==> src/sv/coordinate_keyed_lru_cache_core_macros.svh <==
// Assertion macros used by the cache RTL.
`ifndef COORDINATE_KEYED_LRU_CACHE_CORE_MACROS_SVH
`define COORDINATE_KEYED_LRU_CACHE_CORE_MACROS_SVH
`ifndef NO_ASSERTIONS
`define CKL_ASSERT_NOW(lbl, ante, cons) \
    lbl: assert property (@(posedge clk) disable iff (!rst_n) (ante) |-> (cons)) \
        else $error("cache assertion failed");
`define CKL_ASSERT_NEXT(lbl, ante, cons) \
    lbl: assert property (@(posedge clk) disable iff (!rst_n) (ante) |=> (cons)) \
        else $error("cache assertion failed");
`else
`define CKL_ASSERT_NOW(lbl, ante, cons)
`define CKL_ASSERT_NEXT(lbl, ante, cons)
`endif
`endif

==> src/sv/ckl_ram.sv <==
`default_nettype none
module ckl_ram #(
    parameter int WIDTH = 64,
    parameter int DEPTH = 64
) (
    input  wire logic                     clk,
    input  wire logic                     we,
    input  wire logic [$clog2(DEPTH)-1:0] waddr,
    input  wire logic [WIDTH-1:0]         wdata,
    input  wire logic                     re,
    input  wire logic [$clog2(DEPTH)-1:0] raddr,
    output logic      [WIDTH-1:0]         rdata
);

    logic [WIDTH-1:0] mem [DEPTH];
    logic [WIDTH-1:0] rdata_reg;

    // Read-first: a read and a write at the same address return the old word.
    always_ff @(posedge clk)
    begin
        if (we)
        begin
            mem[waddr] <= wdata;
        end
        if (re)
        begin
            rdata_reg <= mem[raddr];
        end
    end

    assign rdata = rdata_reg;

endmodule
`default_nettype wire

==> config.mk <==
export PLATFORM = sky130hd
export DESIGN_NAME = ckl_ram
export DESIGN_NICKNAME = d
export VERILOG_FILES = /design/src/sv/coordinate_keyed_lru_cache_core_macros.svh /design/src/sv/ckl_ram.sv
export SDC_FILE = /design/constraint.sdc
export NUM_CORES = 2
export LEC_CHECK = 0
export BUFFER_PORTS_ARGS = -buffer_cell sky130_fd_sc_hd__buf_2
export CAP_MARGIN = 40
export CELL_PAD_IN_SITES_DETAIL_PLACEMENT = 0
export CELL_PAD_IN_SITES_GLOBAL_PLACEMENT = 1
export CORE_MARGIN = 4
export CORE_UTILIZATION = 38
export CTS_CLUSTER_DIAMETER = 40
export DETAILED_ROUTE_END_ITERATION = 12
export PLACE_DENSITY = 0.59
export SKIP_LAST_GASP = 1
export SYNTH_ARGS = -nofsm -noshare
export SYNTH_HDL_FRONTEND = slang
export SYNTH_SLANG_ARGS = --single-unit
==> constraint.sdc <==
create_clock -name clk -period 7 [get_ports clk]
set_input_delay 0.35 -clock clk [delete_from_list [all_inputs] [get_ports clk]]
set_output_delay 0.35 -clock clk [all_outputs]
set_load 0.01 [all_outputs]
==> summary.txt <==
Power and ir drop
  • Power, Total: 58.8 mW
  • Leakage power: 58.9 nW
  • IR drop worst, VDD: 0.260 mV
  • PwrDens: 314 nW/um2

Global routing
  • Number of global-route vias before repair: 78600
  • Overall fraction of global-route tracks in use: 21.4%
  • Total grt overflow: 0
  • Wire length of the first global-routing pass: 639000 um
  • Maximum number of pins on one net before global-route repair: 133
  • Antenna violations before repair: 43

Clocking
  • CTS H-tree lvls: 6
  • CTS tree: yes
  • Sinks on Clock Net: 4160
  • Clock latency on the worst-skew pair: 1.01 ns
  • Worst-path clk slew: 0.05 ns
  • Number of CTS-inserted buffers: 559
  • Setup fix buffers added after clock tree synthesis: 0
  • Clk Tree Root Cell: clkbuf_16
  • Clock Tree Buf Depth: 4

Route
  • Number of nets with antenna violations after detailed routing: 0
  • First-pass DRT Iterations: 5
  • Routed wirelength normalized by instance count: 34.8 um
  • Vias: 76700
  • Routed wire length: 461000 um
  • DRT iter0 DRCs: 9106
  • Detail-routed via count per cell: 5.79
  • DRC violation count after routing: 0

STA
  • Final clock period utilization by the worst path: 44.4%
  • Final setup slack of the worst path: 3.89 ns
  • Worst slew slack as a fraction of its limit: 9.86%
  • Final-report setup violation count: 0
  • Slew at the pin closest to its max-slew limit: 1.35 ns
  • Setup repair after global routing missed its margin: false
  • Skew final: 0.0416 ns
  • Pins over their slew limit: 0
  • Time the worst path needs with I/O delays and setup: 3.11 ns
  • Final Hold Viols: 0
  • Worst hold slack after final layout: 0.107 ns
  • Achievable clock frequency: 0.322 GHz
  • Setup TNS: 0 ns

Final layout
  • Net count of the finished layout: 7404
  • Layout cells sized above 1: 32.0%
  • Number of standard cells in the final layout excluding fillers: 13200
  • Flip-flop count of the largest register, all copies and words added: 4096
  • Area of all placed cells without fillers: 187000 um2
  • Leading cell types in the layout, fill and taps excluded: edfxtp_1 (4160), mux4_2 (1024), clkbuf_16 (567)
  • Area growth from synthesis to final layout: 19.4%
  • Post-Route Utilization: 45.6%
  • Most common cell after layout, fill and taps aside: edfxtp_1

Setup path
  • Cell family contributing the most delay on the critical path: buffers and inverters
  • Type of element capturing the critical path: flop
  • Buffers plus inverters on the worst setup path: 3
  • Max stage delay on crit path: 0.64 ns
  • Critical Path AT: 3.84 ns
  • Setup Crit Path Kind: input pin to flop
  • Most prevalent standard cell on the critical path: buf_12
  • Cell-by-cell listing of the critical path: buf_12 > buf_12 > mux4_2 > mux2i_1 > nand2_1 > a41oi_1 > a211oi_1 > buf_4
  • Required time worst endpoint: 7.73 ns
  • Crit path max fanout: 97
  • Standard cell with the maximum stage delay on the critical path: buf_12
  • Element type at the critical path start: input pin

Synthesis
  • Synthesis Warnings: 0
  • Top FF cell, synth: edfxtp_1
  • Number of flops mapped to enable cells by yosys: 4160
  • Fraction of the yosys area taken by sequential cells: 79.6%
  • Biggest area contributors in the synthesized netlist: edfxtp_1 (80%), mux4_2 (15%), mux2i_1 (0.86%), a22oi_1 (0.80%), buf_2 (0.54%)
  • Cell taking the most area after synthesis: edfxtp_1
  • Post-synthesis sequential element count: 4160
  • Post-synth cell types: 32
  • Cells after Synth: 6598
  • Area share of the leading cell type in the synthesized netlist: 79.6%
  • Synth Cell Area: 157000 um2
  • FFs w/ async S/R, synth: 0%
  • Mapped Avg Cell Area: 23.8 um2
  • Post-synth net total: 6677

Placement
  • Setup Slack @ Placement: 2.79 ns
  • DP Cell Count: 12100
  • HPWL after detailed placement: 255000 um
  • Area after DPL: 168000 um2
  • Number of port buffers: 142
  • Weighted congestion reported at the end of routability-driven placement: 0.764

Die
  • I/O pin count: 143
  • # rows: 235
  • Die Y-Extent: 651 um
  • Die outline width: 651 um
  • Initial cell density of the core: 38.2%
  • Total core area: 410000 um2
  • Area enclosed by the die boundary: 423000 um2

Run
  • Count of max-cap constraint violations: 0

Run status
  • Run status: complete, no violations

Min path
  • HP Class: input pin to flop
==> layout make-up <==
cell class | count | area [um2]
Fill cell | 34100 | 223000
Sequential cell | 4160 | 125000
Clock buffer | 623 | 14400
Tap cell | 5451 | 6820
Inverter | 19 | 71.3
Clock inverter | 399 | 4540
Timing Repair Buffer | 536 | 5810
Antenna cell | 9 | 22.5
Multi-Input combinational cell | 2049 | 30800
==> path summary, 6_finish.rpt <==
check                    from     endpoint  slack, ns  depth (start not counted)
setup / recovery     raddr[0]     rdata[5]       3.89                          8
hold / removal       waddr[4]  mem[58][50]       0.11                          3
setup reg to reg   mem[43][5]     rdata[5]       4.66                          6
hold reg to reg   mem[46][28]    rdata[28]       0.92                          4
==> metal layers <==
metal / part of all wire (%) / vias up / global-route usage [%]
li1: - / 30200 / -
met1: 41 / 42600 / 30.1
met2: 49 / 3225 / 35.4
met3: 6.6 / 628 / 2.91
met4: 2.5 / 2 / 5.52
met5: 0.0015 / - / 0
==> logic make-up (layout without fill, tap and decap cells) <==
group / count (synthesis) / in the layout / synth area share (%)
and+or+nand+nor: 386 / 386 / 1.23
other: 0 / 9 / 0
DFF: 4160 / 4160 / 79.6
AOI/OAI and AO/OA: 504 / 504 / 2.47
muxes: 1159 / 1159 / 15.6
buffers and inverters: 389 / 1577 / 1.18
==> cells in the mapped netlist, types with 3 or more instances <==
cell / n
buf_2: 170
buf_4: 34
a2bb2oi_1: 19
edfxtp_1: 4160
a22o_1: 88
mux4_2: 1024
buf_1: 20
clkbuf_1: 140
a31oi_1: 18
nor2_1: 112
mux2i_1: 135
inv_1: 19
and2_1: 3
a211oi_1: 63
o221ai_1: 38
and3_1: 64
or3_1: 29
buf_6: 6
a22oi_1: 168
or2_2: 28
nand2b_1: 11
nand3_1: 45
a41oi_1: 26
nor2b_1: 28
nand2_1: 58
o22ai_1: 83
==> power by group <==
group          total (mW)  switching, mW  internal, mW  leakage (nW)
clock                28.5           11.2          17.3          9.04
sequential           27.8          0.106          27.6          37.5
combinational        2.50           1.54         0.959          12.3
==> repair_timing <==
item,4_1_cts,5_1_grt
endpoints found under the hold margin,3466,256
gates resized for setup,0,0
hold buffers,66,4
==> worst min-delay path, cell delays in order <==
cell	delay (ns)
buf_2	0.16
nand3_1	0.23
nor2_4	0.15
Note: power is estimated with default switching activity, not from simulation.
