==> config.mk <==
export PLATFORM = sky130hd
export DESIGN_NAME = ckl_cell
export DESIGN_NICKNAME = d
export VERILOG_FILES = /design/src/sv/coordinate_keyed_lru_cache_core_macros.svh /design/src/sv/ckl_pkg.sv /design/src/sv/ckl_cell.sv
export SDC_FILE = /design/constraint.sdc
export NUM_CORES = 1
export LEC_CHECK = 0
export BUFFER_PORTS_ARGS = -buffer_cell sky130_fd_sc_hd__buf_2
export CELL_PAD_IN_SITES_DETAIL_PLACEMENT = 1
export CELL_PAD_IN_SITES_GLOBAL_PLACEMENT = 1
export CORE_UTILIZATION = 35
export DETAILED_ROUTE_END_ITERATION = 10
export PLACE_DENSITY_LB_ADDON = 0.2
export SYNTH_ARGS = -nofsm -noshare
export SYNTH_HDL_FRONTEND = slang
export SYNTH_SLANG_ARGS = --single-unit
==> constraint.sdc <==
create_clock -name clk -period 4.6 [get_ports clk]
set_clock_uncertainty 0.1 [all_clocks]
set_input_delay 0.69 -clock clk [delete_from_list [all_inputs] [get_ports clk]]
set_output_delay 0.69 -clock clk [all_outputs]
set_load 0.02 [all_outputs]
==> src/sv/coordinate_keyed_lru_cache_core_macros.svh <==
// Assertion macros used by the cache RTL.
`ifndef COORDINATE_KEYED_LRU_CACHE_CORE_MACROS_SVH
`define COORDINATE_KEYED_LRU_CACHE_CORE_MACROS_SVH
`ifndef NO_ASSERTIONS
`define CKL_ASSERT_NOW(lbl, ante, cons) \
    lbl: assert property (@(posedge clk) disable iff (!rst_n) (ante) |-> (cons)) \
        else $error("cache assertion failed");
`define CKL_ASSERT_NEXT(lbl, ante, cons) \
    lbl: assert property (@(posedge clk) disable iff (!rst_n) (ante) |=> (cons)) \
        else $error("cache assertion failed");
`else
`define CKL_ASSERT_NOW(lbl, ante, cons)
`define CKL_ASSERT_NEXT(lbl, ante, cons)
`endif
`endif

==> src/sv/ckl_pkg.sv <==
`default_nettype none
package ckl_pkg;

    localparam int KEY_W       = 32;
    localparam int SLOT_W      = 6;
    localparam int COUNT_W     = 7;
    localparam int CAP_W       = 7;
    localparam int CAP_MIN     = 16;
    localparam int CAP_RESET   = 64;
    localparam int ENTRIES_DEF = 64;

    // Broadcast from the lookup logic to every entry.
    typedef struct packed {
        logic step;
        logic clear;
        logic hit;
    } cell_cmd_t;

    // Per-entry status returned to the lookup logic.
    typedef struct packed {
        logic match;
        logic lru;
    } cell_stat_t;

endpackage
`default_nettype wire

==> src/sv/ckl_cell.sv <==
`default_nettype none
module ckl_cell
    import ckl_pkg::*;
#(
    parameter int IDX_W = 6
) (
    input  wire logic                    clk,
    input  wire logic                    rst_n,
    input  wire logic signed [KEY_W-1:0] key_x,
    input  wire logic signed [KEY_W-1:0] key_y,
    input  wire cell_cmd_t               cmd,
    input  wire logic                    sel,
    input  wire logic [IDX_W-1:0]        hit_rank,
    input  wire logic [IDX_W-1:0]        lru_rank,
    output cell_stat_t                   stat,
    output logic [IDX_W-1:0]             rank
);

    logic                    valid_reg;
    logic                    valid_next;
    logic [IDX_W-1:0]        rank_reg;
    logic [IDX_W-1:0]        rank_next;
    logic signed [KEY_W-1:0] x_reg;
    logic signed [KEY_W-1:0] y_reg;

    always_ff @(posedge clk or negedge rst_n)
    begin
        if (!rst_n)
        begin
            valid_reg <= 1'b0;
            rank_reg  <= '0;
        end
        else
        begin
            valid_reg <= valid_next;
            rank_reg  <= rank_next;
        end
    end

    always_ff @(posedge clk)
    begin
        if (cmd.step && !cmd.clear && sel && !cmd.hit)
        begin
            x_reg <= key_x;
            y_reg <= key_y;
        end
    end

    // On a hit only entries more recent than the hit entry age; on a miss all others do.
    always_comb
    begin
        valid_next = valid_reg;
        rank_next  = rank_reg;
        if (cmd.clear)
        begin
            valid_next = 1'b0;
            rank_next  = '0;
        end
        else if (cmd.step)
        begin
            if (sel)
            begin
                rank_next = '0;
                if (!cmd.hit)
                begin
                    valid_next = 1'b1;
                end
            end
            else if (valid_reg && (!cmd.hit || (rank_reg < hit_rank)))
            begin
                rank_next = rank_reg + IDX_W'(1);
            end
        end
    end

    assign stat.match = valid_reg && (x_reg == key_x) && (y_reg == key_y);
    assign stat.lru   = valid_reg && (rank_reg == lru_rank);
    assign rank       = rank_reg;

endmodule
`default_nettype wire

==> reports/qor.log <==
[run_status] result of the run completed
[route] average wire per cell in the routed design 15.13 µm
[synthesis] distinct cell type count of the synthesized netlist 42
[cts] post-CTS setup buffer count 0
[setup_path] number of cells traversed by the worst register-to-register path 6
[floorplan] Top Ports 90
[synthesis] fraction of synthesized area in multiplexers 0.6296%
[route] final WL 7397 µm
[setup_path] largest driver fanout on the critical path 2
[pwr] pwr dens 336.5 nW/µm²
[timing] Slew headroom 50.27%
[global_routing] met2 track demand over resource in global routing 26.34%
[cts] CTS Hold Buffers Added 0
[timing] unrepaired setup endpoints after global routing false
[setup_path] CP arrival 2180 ps
[global_routing] met3 layer usage reported by global route 4.109%
[cts] TritonCTS Buffers 9
[place] dpl cells 473
[timing] number of endpoints failing setup at the final stage 0
[final_layout] proportion of layout cells with a drive suffix above 1 31.39%
[cts] clock sink count 71
[synthesis] count of mapped cells out of synthesis 256
[timing] Final Hold Violating Endpoints 0
[final_layout] final standard cell count with taps included and fillers excluded 489
[setup_path] worst r2r dst rank[0]
[floorplan] effective utilization at floorplan 36.39%
[floorplan] Die Outline Area 10,050 µm²
[floorplan] placeable core region 9284 µm²
[synthesis] xor-xnor portion of the synthesized cell area 11.15%
[synthesis] area fraction in and, or, nand and nor cells after synthesis 10.11%
[pwr] IR Drop Worst-Case VDD 120.7 µV
[cts] CTS max path bufs 2
[floorplan] Die Ht 100.2 µm
[setup_path] startpoint of the worst setup timing path key_y[27]
[setup_path] last element of the critical path stat[1]
[global_routing] maximum number of pins on one net before global-route repair 58
[min_path] Hold Crit Class in2async
[global_routing] met1 Resource Use GR 19.72%
[pwr] leakage power total 1.705 nW
[global_routing] first-pass GRT wire length 12,050 µm
[cts] post-cts sizing count 0
[route] via/cell ratio 4.787
[setup_path] kind of launch point of the worst setup path input port
[route] detailed-router iteration count before antenna repair 4
[place] worst slack at placement 1603 ps
[route] total number of vias 2,341
[global_routing] via count of the first global-routing pass 2,478
[cts] clock transition at the registers of the reported paths 80 ps
[synthesis] Synth Area in Compound Gates 9.667%
[synthesis] fraction of the yosys area taken by sequential cells 62.07%
[timing] Final period util 64.62%
[setup_path] worst reg-to-reg setup slack 2400 ps
[global_routing] number of antenna violations at the first check in global routing 0
[final_layout] commonest cells after routing, fill and taps aside buf_2, edfxtp_1, inv_1, xnor2_1, xor2_1
[setup_path] origin of the critical flop-to-flop path rank[1]
[cts] CTS root buffer clkbuf_8
[cts] clock latency of the later-clocked register in the worst-skew pair 340 ps
[timing] Worst Tran Pin Value 745.9 ps
[timing] sum of negative setup slack 0 ps
[synthesis] synthesized-area fraction occupied by adder cells 2.222%
[timing] crit path setup slack, layout 1628 ps
[setup_path] Worst Path Required 3810 ps
[synthesis] summed instance area of the synthesized netlist 3378 µm²
[global_routing] global route hottest layer met2
[final_layout] nets 443
[setup_path] CP Class in2out
[place] placer's final routability congestion estimate 0.7752
[final_layout] core occupancy in the finished layout 45.28%
[final_layout] most common cell after layout, fill and taps aside buf_2
[floorplan] standard-cell rows 35
[synthesis] mean instance size in the synthesized netlist 13.20 µm²
[cts] TritonCTS clock tree done
[route] count of antenna-violating nets left after detailed routing 0
[timing] final critical path time including I/O delays and setup 2972 ps
[timing] Final Max Slew Viols 0
[cts] H-tree lvl count 3
[synthesis] flip-flop cell with the highest count after synthesis edfxtp_1
[final_layout] Antenna Cells 0
[flow_run] max capacitance violation total 0
[final_layout] area added between synthesis and finish 24.44%
[floorplan] width of the die 100.2 µm
[synthesis] combinational family with the most area after synthesis XOR/XNOR gates
[synthesis] Post-Syn Nets 344
[route] initial DRC count 80
[timing] Peak Freq 336.4 MHz
[route] DRC violations left 0
[global_routing] GR Util All Layers 15.77%
[setup_path] CP endpoint kind primary output
[place] number of I/O port buffers 89
[synthesis] number of flip-flops and latches in the synthesized netlist 71
[synthesis] number of synthesis warnings 0
[synthesis] fraction of synthesis flops using an asynchronous set or reset pin 9.859%
[global_routing] overflow left after global routing 0
[synthesis] EDFF count, synth 64
[place] placed wire-length estimate after detailed placement 5636 µm
worst max-delay path: stages:
cell and delay [ps]:
buf_2 110, xnor2_1 190, nand4_1 110, nor4_1 410, nand3_1 150, nor4_1 290
buf_2 220
synth_stat cells, types with 3 or more instances:
master / number / area share (%)
edfxtp_1: 64 / 57
inv_1: 31 / 3.4
xnor2_1: 25 / 6.5
xor2_1: 18 / 4.7
nor4_1: 11 / 2.0
nand4_1: 10 / 1.9
nand2b_1: 9 / 1.7
a21oi_1: 7 / 1.0
dfrtp_1: 7 / 5.2
o22ai_1: 7 / 1.3
and3_1: 6 / 1.1
ha_1: 6 / 2.2
nand2_1: 5 / 0.56
a311o_1: 4 / 1.2
nor2b_1: 4 / 0.74
a22oi_1: 3 / 0.67
nor2_1: 3 / 0.33
nor3_1: 3 / 0.44
o2111ai_1: 3 / 0.78
o2bb2ai_1: 3 / 0.78
area by class of cell:
class                   instances  area, µm²
clock buffers                   9      123.9
clock inverters                 7      102.6
fillers                      1041       5080
inverters                      33      123.9
multi-input cells             150       1142
flip-flops and latches         71       2097
well taps                     129      161.4
repair buffers                 90      452.9
where the power goes:
group	switching, mW	internal, mW	leakage [nW]
Clock	0.254	0.312	0.111
Combinational	0.0602	0.0568	0.915
Sequential	0.00875	0.723	0.679
logic make-up after synthesis:
group           after synthesis
buf+inv                      35
compound gates               42
flops                        71
mux                           2
fa+ha+maj                     6
xor+xnor                     43
simple gates                 57
worst min path at each step:
| stage | to | slack, ps | cells after the start |
|---|---|---|---|
| after global placement | valid_reg | 430 | 1 |
| after floorplan | rank[0] | 290 | 0 |
| final | rank[5] | 70 | 1 |
| after CTS | rank[4] | 60 | 1 |
| after global routing | rank[4] | 60 | 1 |
| after detailed placement | valid_reg | 430 | 1 |
stage by stage:
stage	hold WS [ps]	cell area (µm²)	total power, mW
after floorplan	294.4	3378	0.8007
after global placement	430.4	3978	0.8616
after detailed placement	431.9	3978	0.8657
after CTS	59.76	4204	1.439
after global routing	56.77	4204	1.477
final	69.12	4204	1.415
per-layer routing:
metal / part of all wire (%) / wire [µm]
met2: 50 / 3672
met4: 1.2 / 89
met3: 4.8 / 354
met1: 44 / 3281
met5: 0 / 0
(Power assumes the default switching activity.)
